==> src/hw/rtl/pcae_pkg.sv <==
`timescale 1ns / 1ps
`default_nettype none

package pcae_pkg;

  // defaults of the top level parameters
  localparam int MAX_SAMPLES_DEF      = 1024;
  localparam int BASELINE_SAMPLES_DEF = 5;

  // fixed field widths
  localparam int SAMPLE_W  = 16;
  localparam int CH_W      = 6;
  localparam int TS_W      = 64;
  localparam int WIN_W     = 10;
  localparam int AMP_W     = 16;
  localparam int CHARGE_W  = 30;

  // job record widths, sized for the largest parameter values
  localparam int CNT_MAX_W  = 17;
  localparam int BSUM_MAX_W = 20;
  localparam int WSUM_MAX_W = 32;

  localparam int QUEUE_DEPTH = 2;

  // apb register map, 64-bit data at byte address 8*i
  localparam int APB_ADDR_W = 6;
  localparam int APB_DATA_W = 64;
  localparam int REG_IDX_W  = 3;

  localparam logic [REG_IDX_W-1:0] REG_WINDOW_FIRST  = 3'd0;
  localparam logic [REG_IDX_W-1:0] REG_WINDOW_LAST   = 3'd1;
  localparam logic [REG_IDX_W-1:0] REG_SLICE_LENGTH  = 3'd2;
  localparam logic [REG_IDX_W-1:0] REG_SMALL_LIMIT   = 3'd3;
  localparam logic [REG_IDX_W-1:0] REG_SMALL_CHANNEL = 3'd4;

  localparam logic [WIN_W-1:0]    WINDOW_FIRST_RST  = 10'd8;
  localparam logic [WIN_W-1:0]    WINDOW_LAST_RST   = 10'd37;
  localparam logic [TS_W-1:0]     SLICE_LENGTH_RST  = 64'd1000000000;
  localparam logic [AMP_W-1:0]    SMALL_LIMIT_RST   = 16'd17;
  localparam logic [CH_W-1:0]     SMALL_CHANNEL_RST = 6'd55;

  typedef struct packed {
    logic [WIN_W-1:0] window_first;
    logic [WIN_W-1:0] window_last;
    logic [TS_W-1:0]  slice_length;
    logic [AMP_W-1:0] small_limit;
    logic [CH_W-1:0]  small_channel;
  } cfg_t;

  // one finished waveform, handed from front to back
  typedef struct packed {
    logic [CH_W-1:0]            channel;
    logic [TS_W-1:0]            timestamp;
    logic [CNT_MAX_W-1:0]       count;
    logic signed [BSUM_MAX_W-1:0] bsum;
    logic signed [WSUM_MAX_W-1:0] wsum;
    logic signed [SAMPLE_W-1:0] wmax;
    logic signed [SAMPLE_W-1:0] wmin;
  } job_t;

  typedef struct packed {
    logic full;
    logic empty;
  } queue_stat_t;

endpackage

`default_nettype wire

==> src/hw/rtl/pcae_ifs.sv <==
`timescale 1ns / 1ps
`default_nettype none

interface pcae_in_if;
  logic                                valid;
  logic                                ready;
  logic signed [pcae_pkg::SAMPLE_W-1:0] sample;
  logic [pcae_pkg::CH_W-1:0]           channel;
  logic [pcae_pkg::TS_W-1:0]           timestamp;
  logic                                first;
  logic                                last;

  modport source(output valid, sample, channel, timestamp, first, last, input ready);
  modport sink(input valid, sample, channel, timestamp, first, last, output ready);
endinterface

interface pcae_out_if;
  logic                                  valid;
  logic                                  ready;
  logic [pcae_pkg::CH_W-1:0]             pulse_channel;
  logic [pcae_pkg::AMP_W-1:0]            amplitude_counts;
  logic signed [pcae_pkg::CHARGE_W-1:0]  charge_scaled;
  logic [pcae_pkg::TS_W-1:0]             slice_index;
  logic [pcae_pkg::TS_W-1:0]             slice_offset;
  logic                                  small_pulse;
  logic                                  window_empty;

  modport source(output valid, pulse_channel, amplitude_counts, charge_scaled, slice_index,
                 slice_offset, small_pulse, window_empty, input ready);
  modport sink(input valid, pulse_channel, amplitude_counts, charge_scaled, slice_index,
               slice_offset, small_pulse, window_empty, output ready);
endinterface

`default_nettype wire

==> src/hw/rtl/pcae_front.sv <==
`timescale 1ns / 1ps
`default_nettype none

module pcae_front #(
  parameter int MAX_SAMPLES      = pcae_pkg::MAX_SAMPLES_DEF,
  parameter int BASELINE_SAMPLES = pcae_pkg::BASELINE_SAMPLES_DEF
) (
  input  wire                    clk,
  input  wire                    rst,
  pcae_in_if.sink                in_ch,
  input  pcae_pkg::cfg_t         cfg,
  input  pcae_pkg::queue_stat_t  q_stat,
  output logic                   push,
  output pcae_pkg::job_t         job
);

  localparam int CNT_W  = $clog2(MAX_SAMPLES + 1);
  localparam int BSUM_W = pcae_pkg::SAMPLE_W + $clog2(BASELINE_SAMPLES);
  localparam int WSUM_W = pcae_pkg::SAMPLE_W + $clog2(MAX_SAMPLES);
  localparam int CMP_W  = (CNT_W > pcae_pkg::WIN_W) ? CNT_W : pcae_pkg::WIN_W;

  localparam logic signed [pcae_pkg::SAMPLE_W-1:0] S_MOST_NEG = {1'b1, {(pcae_pkg::SAMPLE_W-1){1'b0}}};
  localparam logic signed [pcae_pkg::SAMPLE_W-1:0] S_MOST_POS = {1'b0, {(pcae_pkg::SAMPLE_W-1){1'b1}}};

  logic [CNT_W-1:0]                   sample_index;
  logic signed [BSUM_W-1:0]           baseline_sum;
  logic signed [WSUM_W-1:0]           window_sum;
  logic [CNT_W-1:0]                   window_count;
  logic signed [pcae_pkg::SAMPLE_W-1:0] window_max;
  logic signed [pcae_pkg::SAMPLE_W-1:0] window_min;
  logic [pcae_pkg::CH_W-1:0]          held_channel;
  logic [pcae_pkg::TS_W-1:0]          held_timestamp;

  logic [CNT_W-1:0]                   sample_index_next;
  logic signed [BSUM_W-1:0]           baseline_sum_next;
  logic signed [WSUM_W-1:0]           window_sum_next;
  logic [CNT_W-1:0]                   window_count_next;
  logic signed [pcae_pkg::SAMPLE_W-1:0] window_max_next;
  logic signed [pcae_pkg::SAMPLE_W-1:0] window_min_next;
  logic [pcae_pkg::CH_W-1:0]          held_channel_next;
  logic [pcae_pkg::TS_W-1:0]          held_timestamp_next;

  // accumulator values as seen by this sample (cleared on first)
  logic [CNT_W-1:0]                   idx_cur;
  logic signed [BSUM_W-1:0]           bsum_cur;
  logic signed [WSUM_W-1:0]           wsum_cur;
  logic [CNT_W-1:0]                   cnt_cur;
  logic signed [pcae_pkg::SAMPLE_W-1:0] max_cur;
  logic signed [pcae_pkg::SAMPLE_W-1:0] min_cur;
  logic [CMP_W-1:0]                   idx_ext;
  logic                               active;
  logic                               in_base;
  logic                               in_win;
  logic                               take;

  assign in_ch.ready = !q_stat.full;
  assign take        = in_ch.valid && in_ch.ready;

  always_comb begin
    idx_cur  = in_ch.first ? '0 : sample_index;
    bsum_cur = in_ch.first ? '0 : baseline_sum;
    wsum_cur = in_ch.first ? '0 : window_sum;
    cnt_cur  = in_ch.first ? '0 : window_count;
    max_cur  = in_ch.first ? S_MOST_NEG : window_max;
    min_cur  = in_ch.first ? S_MOST_POS : window_min;

    idx_ext = CMP_W'(idx_cur);
    active  = idx_cur < CNT_W'(MAX_SAMPLES);
    in_base = active && (idx_ext < CMP_W'(BASELINE_SAMPLES));
    in_win  = active && (idx_ext >= CMP_W'(cfg.window_first))
                     && (idx_ext <= CMP_W'(cfg.window_last));

    sample_index_next = active ? idx_cur + CNT_W'(1) : idx_cur;
    baseline_sum_next = in_base ? bsum_cur + BSUM_W'(in_ch.sample) : bsum_cur;
    window_sum_next   = in_win ? wsum_cur + WSUM_W'(in_ch.sample) : wsum_cur;
    window_count_next = in_win ? cnt_cur + CNT_W'(1) : cnt_cur;
    window_max_next   = (in_win && (in_ch.sample > max_cur)) ? in_ch.sample : max_cur;
    window_min_next   = (in_win && (in_ch.sample < min_cur)) ? in_ch.sample : min_cur;

    held_channel_next   = in_ch.first ? in_ch.channel : held_channel;
    held_timestamp_next = in_ch.first ? in_ch.timestamp : held_timestamp;
  end

  // channel zero closes its waveform without a job
  assign push = take && in_ch.last && (held_channel_next != '0);

  always_comb begin
    job.channel   = held_channel_next;
    job.timestamp = held_timestamp_next;
    job.count     = pcae_pkg::CNT_MAX_W'(window_count_next);
    job.bsum      = pcae_pkg::BSUM_MAX_W'(baseline_sum_next);
    job.wsum      = pcae_pkg::WSUM_MAX_W'(window_sum_next);
    job.wmax      = window_max_next;
    job.wmin      = window_min_next;
  end

  always_ff @(posedge clk) begin
    if (rst) begin
      sample_index   <= '0;
      baseline_sum   <= '0;
      window_sum     <= '0;
      window_count   <= '0;
      window_max     <= S_MOST_NEG;
      window_min     <= S_MOST_POS;
      held_channel   <= '0;
      held_timestamp <= '0;
    end else if (take) begin
      held_channel   <= held_channel_next;
      held_timestamp <= held_timestamp_next;
      if (in_ch.last) begin
        sample_index <= '0;
        baseline_sum <= '0;
        window_sum   <= '0;
        window_count <= '0;
        window_max   <= S_MOST_NEG;
        window_min   <= S_MOST_POS;
      end else begin
        sample_index <= sample_index_next;
        baseline_sum <= baseline_sum_next;
        window_sum   <= window_sum_next;
        window_count <= window_count_next;
        window_max   <= window_max_next;
        window_min   <= window_min_next;
      end
    end
  end

endmodule

`default_nettype wire

==> src/hw/rtl/pcae_queue.sv <==
`timescale 1ns / 1ps
`default_nettype none

module pcae_queue (
  input  wire                    clk,
  input  wire                    rst,
  input  wire                    push,
  input  pcae_pkg::job_t         push_job,
  input  wire                    pop,
  output pcae_pkg::job_t         head,
  output pcae_pkg::queue_stat_t  q_stat
);

  localparam int PTR_W = (pcae_pkg::QUEUE_DEPTH > 1) ? $clog2(pcae_pkg::QUEUE_DEPTH) : 1;
  localparam logic [PTR_W-1:0] PTR_LAST = PTR_W'(pcae_pkg::QUEUE_DEPTH - 1);

  pcae_pkg::job_t   entries [pcae_pkg::QUEUE_DEPTH];
  logic [PTR_W-1:0] wr_ptr;
  logic [PTR_W-1:0] rd_ptr;
  logic [PTR_W:0]   fill;

  assign head         = entries[rd_ptr];
  assign q_stat.full  = fill == (PTR_W+1)'(pcae_pkg::QUEUE_DEPTH);
  assign q_stat.empty = fill == '0;

  always_ff @(posedge clk) begin
    if (push) begin
      entries[wr_ptr] <= push_job;
    end
  end

  always_ff @(posedge clk) begin
    if (rst) begin
      wr_ptr <= '0;
      rd_ptr <= '0;
      fill   <= '0;
    end else begin
      if (push) begin
        wr_ptr <= (wr_ptr == PTR_LAST) ? '0 : wr_ptr + PTR_W'(1);
      end
      if (pop) begin
        rd_ptr <= (rd_ptr == PTR_LAST) ? '0 : rd_ptr + PTR_W'(1);
      end
      unique case ({push, pop})
        2'b10:   fill <= fill + (PTR_W+1)'(1);
        2'b01:   fill <= fill - (PTR_W+1)'(1);
        default: fill <= fill;
      endcase
    end
  end

endmodule

`default_nettype wire

==> src/hw/rtl/pcae_back.sv <==
`timescale 1ns / 1ps
`default_nettype none

module pcae_back #(
  parameter int BASELINE_SAMPLES = pcae_pkg::BASELINE_SAMPLES_DEF
) (
  input  wire                    clk,
  input  wire                    rst,
  input  pcae_pkg::cfg_t         cfg,
  input  pcae_pkg::job_t         head,
  input  pcae_pkg::queue_stat_t  q_stat,
  output logic                   pop,
  pcae_out_if.source             out_ch
);

  localparam int PROD_W = pcae_pkg::CNT_MAX_W + 1 + pcae_pkg::BSUM_MAX_W;
  localparam int Q_W    = PROD_W + 1;
  localparam int STEP_W = $clog2(pcae_pkg::TS_W);
  localparam logic [STEP_W-1:0] STEP_LAST = STEP_W'(pcae_pkg::TS_W - 1);

  localparam logic signed [Q_W-1:0] CHG_HI = Q_W'(2 ** (pcae_pkg::CHARGE_W - 1) - 1);
  localparam logic signed [Q_W-1:0] CHG_LO = -CHG_HI - Q_W'(1);

  localparam logic [1:0] S_IDLE = 2'd0;
  localparam logic [1:0] S_MUL  = 2'd1;
  localparam logic [1:0] S_DIV  = 2'd2;
  localparam logic [1:0] S_FIN  = 2'd3;

  logic [1:0]                 state;
  pcae_pkg::job_t             job_r;
  logic signed [PROD_W-1:0]   prod;
  logic signed [PROD_W-1:0]   wterm;
  logic [pcae_pkg::TS_W-1:0]  rem;
  logic [pcae_pkg::TS_W-1:0]  quo;
  logic [STEP_W-1:0]          step;

  logic [pcae_pkg::TS_W+1:0]  trial;
  logic [pcae_pkg::TS_W-1:0]  rem_next;
  logic [pcae_pkg::TS_W-1:0]  quo_next;
  logic signed [Q_W-1:0]      q_raw;
  logic signed [pcae_pkg::CHARGE_W-1:0] q_sat;
  logic signed [pcae_pkg::SAMPLE_W:0]   amp_wide;
  logic [pcae_pkg::AMP_W-1:0] amp;
  logic                       empty;
  logic                       out_free;

  assign pop      = (state == S_IDLE) && !q_stat.empty;
  assign out_free = !out_ch.valid || out_ch.ready;

  // one restoring division step
  always_comb begin
    trial = {1'b0, rem, quo[pcae_pkg::TS_W-1]} - {2'b00, cfg.slice_length};
    if (trial[pcae_pkg::TS_W+1]) begin
      rem_next = {rem[pcae_pkg::TS_W-2:0], quo[pcae_pkg::TS_W-1]};
      quo_next = {quo[pcae_pkg::TS_W-2:0], 1'b0};
    end else begin
      rem_next = trial[pcae_pkg::TS_W-1:0];
      quo_next = {quo[pcae_pkg::TS_W-2:0], 1'b1};
    end
  end

  always_comb begin
    empty    = job_r.count == '0;
    q_raw    = Q_W'(prod) - Q_W'(wterm);
    if (q_raw > CHG_HI) begin
      q_sat = pcae_pkg::CHARGE_W'(CHG_HI);
    end else if (q_raw < CHG_LO) begin
      q_sat = pcae_pkg::CHARGE_W'(CHG_LO);
    end else begin
      q_sat = pcae_pkg::CHARGE_W'(q_raw);
    end
    amp_wide = (pcae_pkg::SAMPLE_W+1)'(job_r.wmax) - (pcae_pkg::SAMPLE_W+1)'(job_r.wmin);
    amp      = empty ? '0 : pcae_pkg::AMP_W'(amp_wide);
  end

  always_ff @(posedge clk) begin
    if (rst) begin
      state        <= S_IDLE;
      out_ch.valid <= 1'b0;
    end else begin
      // the result load below handles valid itself
      if (out_ch.valid && out_ch.ready && (state != S_FIN)) begin
        out_ch.valid <= 1'b0;
      end
      unique case (state)
        S_IDLE: begin
          if (!q_stat.empty) begin
            job_r <= head;
            state <= S_MUL;
          end
        end
        S_MUL: begin
          prod  <= $signed({1'b0, job_r.count}) * job_r.bsum;
          wterm <= job_r.wsum * $signed(PROD_W'(BASELINE_SAMPLES));
          rem   <= '0;
          quo   <= job_r.timestamp;
          step  <= '0;
          state <= S_DIV;
        end
        S_DIV: begin
          rem  <= rem_next;
          quo  <= quo_next;
          step <= step + STEP_W'(1);
          if (step == STEP_LAST) begin
            state <= S_FIN;
          end
        end
        S_FIN: begin
          if (out_free) begin
            out_ch.valid            <= 1'b1;
            out_ch.pulse_channel    <= job_r.channel;
            out_ch.amplitude_counts <= amp;
            out_ch.charge_scaled    <= empty ? '0 : q_sat;
            out_ch.slice_index      <= quo;
            out_ch.slice_offset     <= rem;
            out_ch.small_pulse      <= (job_r.channel > cfg.small_channel)
                                       && (amp < cfg.small_limit);
            out_ch.window_empty     <= empty;
            state                   <= S_IDLE;
          end
        end
      endcase
    end
  end

endmodule

`default_nettype wire

==> src/hw/rtl/pulse_charge_amplitude_extract.sv <==
`timescale 1ns / 1ps
`default_nettype none

// channel   direction  handshake       payload
// in_ch     in         valid/ready     sample, channel, timestamp, first, last
// out_ch    out        valid/ready     pulse_channel, amplitude_counts, charge_scaled,
//                                      slice_index, slice_offset, small_pulse, window_empty
// apb       in         psel/penable    paddr, pwdata, prdata (pready tied high)
//
// samples: one transfer per clock while the job queue has room
// per waveform: the back end steps through pop, multiply, 64-step restoring
//   divide of timestamp by slice_length and result load, one waveform at a time
// quickly closing waveforms fill the two-entry queue and stall in_ch
// rst is synchronous, active high; clears accumulators, queue and registers
// a result waiting on out_ch holds only the last back end cycle

module pulse_charge_amplitude_extract #(
  parameter int MAX_SAMPLES      = pcae_pkg::MAX_SAMPLES_DEF,
  parameter int BASELINE_SAMPLES = pcae_pkg::BASELINE_SAMPLES_DEF
) (
  input  wire                              clk,
  input  wire                              rst,
  pcae_in_if.sink                          in_ch,
  pcae_out_if.source                       out_ch,
  input  wire                              psel,
  input  wire                              penable,
  input  wire                              pwrite,
  input  wire [pcae_pkg::APB_ADDR_W-1:0]   paddr,
  input  wire [pcae_pkg::APB_DATA_W-1:0]   pwdata,
  output logic [pcae_pkg::APB_DATA_W-1:0]  prdata,
  output logic                             pready
);

  pcae_pkg::cfg_t              cfg;
  pcae_pkg::job_t              push_job;
  pcae_pkg::job_t              head;
  pcae_pkg::queue_stat_t       q_stat;
  logic                        push;
  logic                        pop;
  logic                        cfg_wr;
  logic [pcae_pkg::REG_IDX_W-1:0] reg_idx;

  // ---------------------------------------------------------------------------
  // configuration registers, one per 8-byte slot
  // ---------------------------------------------------------------------------
  assign pready  = 1'b1;
  assign reg_idx = paddr[pcae_pkg::APB_ADDR_W-1:3];
  assign cfg_wr  = psel && penable && pwrite && pready;

  always_ff @(posedge clk) begin
    if (rst) begin
      cfg.window_first  <= pcae_pkg::WINDOW_FIRST_RST;
      cfg.window_last   <= pcae_pkg::WINDOW_LAST_RST;
      cfg.slice_length  <= pcae_pkg::SLICE_LENGTH_RST;
      cfg.small_limit   <= pcae_pkg::SMALL_LIMIT_RST;
      cfg.small_channel <= pcae_pkg::SMALL_CHANNEL_RST;
    end else if (cfg_wr) begin
      // writes to unused slots are dropped
      unique case (reg_idx)
        pcae_pkg::REG_WINDOW_FIRST:  cfg.window_first  <= pwdata[pcae_pkg::WIN_W-1:0];
        pcae_pkg::REG_WINDOW_LAST:   cfg.window_last   <= pwdata[pcae_pkg::WIN_W-1:0];
        pcae_pkg::REG_SLICE_LENGTH:  cfg.slice_length  <= pwdata[pcae_pkg::TS_W-1:0];
        pcae_pkg::REG_SMALL_LIMIT:   cfg.small_limit   <= pwdata[pcae_pkg::AMP_W-1:0];
        pcae_pkg::REG_SMALL_CHANNEL: cfg.small_channel <= pwdata[pcae_pkg::CH_W-1:0];
        default: ;
      endcase
    end
  end

  // read back, zero extended
  always_comb begin
    unique case (reg_idx)
      pcae_pkg::REG_WINDOW_FIRST:  prdata = pcae_pkg::APB_DATA_W'(cfg.window_first);
      pcae_pkg::REG_WINDOW_LAST:   prdata = pcae_pkg::APB_DATA_W'(cfg.window_last);
      pcae_pkg::REG_SLICE_LENGTH:  prdata = pcae_pkg::APB_DATA_W'(cfg.slice_length);
      pcae_pkg::REG_SMALL_LIMIT:   prdata = pcae_pkg::APB_DATA_W'(cfg.small_limit);
      pcae_pkg::REG_SMALL_CHANNEL: prdata = pcae_pkg::APB_DATA_W'(cfg.small_channel);
      default:                     prdata = '0;
    endcase
  end

  // ---------------------------------------------------------------------------
  // front end: per-sample baseline and window accumulation, one job per
  // closed waveform on a nonzero channel
  // ---------------------------------------------------------------------------
  pcae_front #(
    .MAX_SAMPLES      (MAX_SAMPLES),
    .BASELINE_SAMPLES (BASELINE_SAMPLES)
  ) u_front (
    .clk    (clk),
    .rst    (rst),
    .in_ch  (in_ch),
    .cfg    (cfg),
    .q_stat (q_stat),
    .push   (push),
    .job    (push_job)
  );

  // short job queue so the sample side keeps going while the back end divides
  pcae_queue u_queue (
    .clk      (clk),
    .rst      (rst),
    .push     (push),
    .push_job (push_job),
    .pop      (pop),
    .head     (head),
    .q_stat   (q_stat)
  );

  // ---------------------------------------------------------------------------
  // back end: charge multiply, timestamp slicing, output register
  // ---------------------------------------------------------------------------
  pcae_back #(
    .BASELINE_SAMPLES (BASELINE_SAMPLES)
  ) u_back (
    .clk    (clk),
    .rst    (rst),
    .cfg    (cfg),
    .head   (head),
    .q_stat (q_stat),
    .pop    (pop),
    .out_ch (out_ch)
  );

  // ---------------------------------------------------------------------------
  // checks
  // ---------------------------------------------------------------------------
  a_no_overflow: assert property (@(posedge clk) disable iff (rst)
    push |-> !q_stat.full)
    else $error("job pushed into a full queue");

  a_no_underflow: assert property (@(posedge clk) disable iff (rst)
    pop |-> !q_stat.empty)
    else $error("job popped from an empty queue");

  a_no_channel_zero: assert property (@(posedge clk) disable iff (rst)
    out_ch.valid |-> (out_ch.pulse_channel != '0))
    else $error("result issued for channel zero");

  a_empty_zeroes: assert property (@(posedge clk) disable iff (rst)
    (out_ch.valid && out_ch.window_empty) |->
      (out_ch.amplitude_counts == '0) && (out_ch.charge_scaled == '0))
    else $error("empty window with nonzero amplitude or charge");

endmodule

`default_nettype wire

==> src/flat_wrapper.sv <==
// flat-port wrapper written by rule: the top's interface ports become plain ports
module pulse_charge_amplitude_extract_flat 
#(
  parameter int MAX_SAMPLES      = pcae_pkg::MAX_SAMPLES_DEF,
  parameter int BASELINE_SAMPLES = pcae_pkg::BASELINE_SAMPLES_DEF
)
  (clk, rst, psel, penable, pwrite, paddr, pwdata, prdata, pready, in_ch_valid, in_ch_sample, in_ch_channel, in_ch_timestamp, in_ch_first, in_ch_last, in_ch_ready, out_ch_valid, out_ch_pulse_channel, out_ch_amplitude_counts, out_ch_charge_scaled, out_ch_slice_index, out_ch_slice_offset, out_ch_small_pulse, out_ch_window_empty, out_ch_ready);
  pcae_in_if in_ch_i ();
  pcae_out_if out_ch_i ();
  input  wire clk;
  input  wire rst;
  input  wire psel;
  input  wire penable;
  input  wire pwrite;
  input  wire [pcae_pkg::APB_ADDR_W-1:0] paddr;
  input  wire [pcae_pkg::APB_DATA_W-1:0] pwdata;
  output logic [pcae_pkg::APB_DATA_W-1:0] prdata;
  output logic pready;
  input wire logic [$bits(in_ch_i.valid)-1:0] in_ch_valid;
  input wire logic [$bits(in_ch_i.sample)-1:0] in_ch_sample;
  input wire logic [$bits(in_ch_i.channel)-1:0] in_ch_channel;
  input wire logic [$bits(in_ch_i.timestamp)-1:0] in_ch_timestamp;
  input wire logic [$bits(in_ch_i.first)-1:0] in_ch_first;
  input wire logic [$bits(in_ch_i.last)-1:0] in_ch_last;
  output wire logic [$bits(in_ch_i.ready)-1:0] in_ch_ready;
  output wire logic [$bits(out_ch_i.valid)-1:0] out_ch_valid;
  output wire logic [$bits(out_ch_i.pulse_channel)-1:0] out_ch_pulse_channel;
  output wire logic [$bits(out_ch_i.amplitude_counts)-1:0] out_ch_amplitude_counts;
  output wire logic [$bits(out_ch_i.charge_scaled)-1:0] out_ch_charge_scaled;
  output wire logic [$bits(out_ch_i.slice_index)-1:0] out_ch_slice_index;
  output wire logic [$bits(out_ch_i.slice_offset)-1:0] out_ch_slice_offset;
  output wire logic [$bits(out_ch_i.small_pulse)-1:0] out_ch_small_pulse;
  output wire logic [$bits(out_ch_i.window_empty)-1:0] out_ch_window_empty;
  input wire logic [$bits(out_ch_i.ready)-1:0] out_ch_ready;
  assign in_ch_i.valid = in_ch_valid;
  assign in_ch_i.sample = in_ch_sample;
  assign in_ch_i.channel = in_ch_channel;
  assign in_ch_i.timestamp = in_ch_timestamp;
  assign in_ch_i.first = in_ch_first;
  assign in_ch_i.last = in_ch_last;
  assign in_ch_ready = in_ch_i.ready;
  assign out_ch_valid = out_ch_i.valid;
  assign out_ch_pulse_channel = out_ch_i.pulse_channel;
  assign out_ch_amplitude_counts = out_ch_i.amplitude_counts;
  assign out_ch_charge_scaled = out_ch_i.charge_scaled;
  assign out_ch_slice_index = out_ch_i.slice_index;
  assign out_ch_slice_offset = out_ch_i.slice_offset;
  assign out_ch_small_pulse = out_ch_i.small_pulse;
  assign out_ch_window_empty = out_ch_i.window_empty;
  assign out_ch_i.ready = out_ch_ready;
  pulse_charge_amplitude_extract #(.MAX_SAMPLES(MAX_SAMPLES), .BASELINE_SAMPLES(BASELINE_SAMPLES)) u_core (.clk(clk), .rst(rst), .in_ch(in_ch_i), .out_ch(out_ch_i), .psel(psel), .penable(penable), .pwrite(pwrite), .paddr(paddr), .pwdata(pwdata), .prdata(prdata), .pready(pready));
endmodule
==> config.mk <==
export PLATFORM = sky130hd
export DESIGN_NAME = pulse_charge_amplitude_extract_flat
export DESIGN_NICKNAME = d
export VERILOG_FILES = /design/src/hw/rtl/pcae_pkg.sv /design/src/hw/rtl/pcae_ifs.sv /design/src/hw/rtl/pcae_front.sv /design/src/hw/rtl/pcae_queue.sv /design/src/hw/rtl/pcae_back.sv /design/src/hw/rtl/pulse_charge_amplitude_extract.sv /design/src/flat_wrapper.sv
export SDC_FILE = /design/constraint.sdc
export NUM_CORES = 2
export LEC_CHECK = 0
export ABC_AREA = 0
export BUFFER_PORTS_ARGS = -buffer_cell sky130_fd_sc_hd__buf_2
export CORE_MARGIN = 5
export CORE_UTILIZATION = 50
export CTS_CLUSTER_DIAMETER = 30
export DETAILED_ROUTE_END_ITERATION = 16
export GPL_TIMING_DRIVEN = 0
export PLACE_DENSITY_LB_ADDON = 0.08
export RECOVER_POWER = 50
export SETUP_SLACK_MARGIN = 0.15
export SYNTH_ARGS = -nofsm -noshare
export SYNTH_HDL_FRONTEND = slang
export SYNTH_HIERARCHICAL = 1
export SYNTH_SLANG_ARGS = --single-unit
export TNS_END_PERCENT = 100
==> constraint.sdc <==
create_clock -name clk -period 18.9 [get_ports clk]
set_clock_uncertainty 0.2 [all_clocks]
set_input_delay 0.945 -clock clk [delete_from_list [all_inputs] [get_ports clk]]
set_output_delay 0.945 -clock clk [all_outputs]
set_load 0.005 [all_outputs]
==> summary.txt <==
Clock network
  • Clock latency at the later pin of the worst-skew pair: 0.86 ns
  • Htree depth: 5
  • Root buffer cell: clkbuf_16
  • Post-CTS setup buffers: 0
  • Total CTS buffers: 288
  • Post_cts resized: 0
  • Cts hold-fix bufs: 0
  • CTS max path bufs: 4
  • Clock Sinks: 1186
  • CTS tree: built
  • Clk slew on worst S/H paths: 0.05 ns

Synth
  • Post-synth top area share: 0.381
  • Syn Area/Cell: 11.4 um^2
  • Cell with the most instances after synthesis: edfxtp_1
  • EDFF count, synth: 903
  • Post-synthesis register bit count: 1186
  • Cell Area, Synth: 0.0711 mm^2
  • Ys Warns: 6
  • Commonest cells post-synth: edfxtp_1 (903), inv_1 (644), nor2_1 (463)
  • Asr flop ratio synth: 0
  • Synth area leaders: edfxtp_1 (38%), fa_1 (9.8%), dfxtp_1 (8.0%)
  • Syn Inst Count: 6252
  • Distinct cell type count after synthesis: 107
  • Main synth FF type: edfxtp_1
  • Cell taking the most area after synthesis: edfxtp_1
  • Post-synthesis sequential area ratio: 0.461

STA
  • Crit path time final: 8.69 ns
  • Relative slew slack: -0.294
  • F_max: 0.115 GHz
  • RSZ-0062 raised after global routing: false
  • Fin Hold WS: 0.166 ns
  • Final Max Tran Viols: 399
  • Period Utilization, post-route: 0.460
  • Final setup viols: 0
  • Final hold viol count: 0
  • Worst Tran Pin Value: 1.94 ns

Setup path
  • Startpoint Class: flip-flop
  • Buf/Inv on CP: 6
  • Largest fanout on the critical path: 10
  • Data arrival, critical path: 9.10 ns
  • Largest delay share family, worst path: adder cells
  • Slowest cell on the critical path: buf_1
  • Most used cell, CP: fa_1
  • Worst R2R Path Depth: 25
  • R2r startpoint: u_core/u_back/job_r[97]
  • Reg-to-reg slack, setup: 10.21 ns
  • Reg-to-reg critical path endpoint: u_core/u_back/prod[37]
  • CP required: 19.31 ns
  • Kind of critical path: flip-flop to flip-flop
  • Critical path capture point type: flip-flop
  • Worst path max stage delay: 0.67 ns
  • Critical path origin: u_core/u_back/job_r[97]

Floorplan
  • Die Span Y: 387 um
  • I/O pin cnt: 414
  • Die X: 387 um
  • Placeable Area: 0.141 mm^2
  • Starting Density: 0.503
  • Die area: 0.150 mm^2
  • # rows: 138

Job
  • Max_cap viols: 15

Route
  • DR iter-0 viols: 3113
  • DR vias: 49706
  • Residual DRC count: 0
  • Post-Route WL: 195000 um
  • Vias per inst: 5.45
  • DRT Pass-1 Iters: 8
  • ANT nets after route: 0
  • WL/cell: 21.4 um

GRT
  • Largest net degree at the start of global routing: 59
  • Global-route wire length before repair: 300000 um
  • Gr usage total: 0.257
  • Initial antenna violation count: 21
  • Vias in the first global route: 51441
  • Grt total ovfl: 0

Hold path
  • Hold Path Sink: u_core/cfg[38]
  • Worst hold-check path type: input pin to flip-flop
  • Hold depth: 3
  • Hold Startpoint: pwdata[16]

Outcome
  • Violated checks: capacitance limit, slew limit
  • Status: complete, but fails checks

Final layout
  • Synthesis-to-finish area growth: 19.8%
  • Fraction of layout cells with a size suffix above 1: 0.157
  • Final nets: 7897
  • Fillers: 11837

Placed design
  • Routability cong.: 0.921
  • Port buffer count: 408
  • DP HPWL: 147000 um
[layout by cell type, fill, tap and decap left out, types with 173 or more instances in the layout]
cell | netlist | layout
mux2_2 | 231 | 213
mux2i_1 | 179 | 179
dfxtp_1 | 283 | 283
and2_1 | 236 | 231
clkbuf_16 | 0 | 295
clkbuf_1 | 175 | 363
nand2_1 | 393 | 393
nor2_1 | 463 | 462
inv_1 | 644 | 644
nand2b_1 | 173 | 173
a21oi_1 | 264 | 264
edfxtp_1 | 903 | 903
fa_1 | 347 | 347
ha_1 | 390 | 390
o21ai_0 | 178 | 179
buf_2 | 36 | 310
[worst max path at each step]
stage	depth (start not counted)	endpoint	slack, ns
after floorplan	1	u_core/u_back/out_ch.amplitude_counts[0]	3.59
after global placement	2	u_core/u_back/out_ch.charge_scaled[5]	-4.84
after detailed placement	17	u_core/u_queue/entries[0][62]	10.40
after CTS	25	u_core/u_back/prod[37]	10.36
after global routing	25	u_core/u_back/prod[37]	9.77
final	25	u_core/u_back/prod[37]	10.21
[per-stage QoR]
step	cells	setup TNS [ns]	instance area (um^2)	util	setup slack, ns
floorplan	6257	0	71100	-	3.59
CTS	9097	0	86000	0.608	10.36
global placement	8555	-865.55	75500	0.534	-4.84
global route	9104	0	85100	0.602	9.77
finish	9113	0	85200	0.602	10.21
detailed placement	8595	0	76200	0.539	10.40
[registers in the layout (all words and copies together), names as in the netlist, 19 cells and up, named ones only]
signal	count
u_core/u_back/out_ch.slice_offset	64
u_core/u_front/held_timestamp	64
u_core/u_front/window_sum	26
u_core/u_back/job_r	171
u_core/u_queue/entries	342
u_core/cfg	106
u_core/u_back/prod	38
u_core/u_back/out_ch.slice_index	64
u_core/u_front/baseline_sum	19
u_core/u_back/wterm	36
u_core/u_back/rem	64
u_core/u_back/out_ch.charge_scaled	30
u_core/u_back/quo	64
[worst reg2reg max path: cells and delay by family, from the launching register on]
family,cells,cell delay (ns)
xor+xnor,1,0.21
fa+ha+maj,7,3.47
compound gates,8,2.17
simple gates,3,0.37
buf+inv,6,1.61
flops,1,0.41
[routing by layer]
layer,wire (um),up-vias,global-route usage
met5,45,-,0
met3,11500,431,0.0501
li1,-,23348,-
met1,80800,24424,0.324
met4,8150,8,0.107
met2,94700,1495,0.434
[cells by family after synthesis]
family          after synthesis  synth area share
compound gates              955            0.0883
xor+xnor                    215            0.0265
fa+ha+maj                   741             0.167
buf+inv                     918            0.0539
flops                      1186             0.461
mux                         506            0.0824
other cells                   2          0.000106
simple gates               1729             0.121
[final cells by class]
class | count | area (um^2) | share of cell area
Multi-Input combinational cell | 4153 | 34200 | 0.402
Sequential cell | 1186 | 32800 | 0.385
Clock buffer | 330 | 7690 | 0.0903
Inverter | 645 | 2420 | 0.0284
Tap cell | 1890 | 2360 | 0.0278
Timing Repair Buffer | 448 | 2280 | 0.0267
Clock inverter | 172 | 2050 | 0.0241
Buffer | 273 | 1320 | 0.0154
Antenna cell | 16 | 40.0 | 0.000470
Power is not shown: default switching activity piles up to over one toggle a cycle in this logic, so the estimate is an artifact.
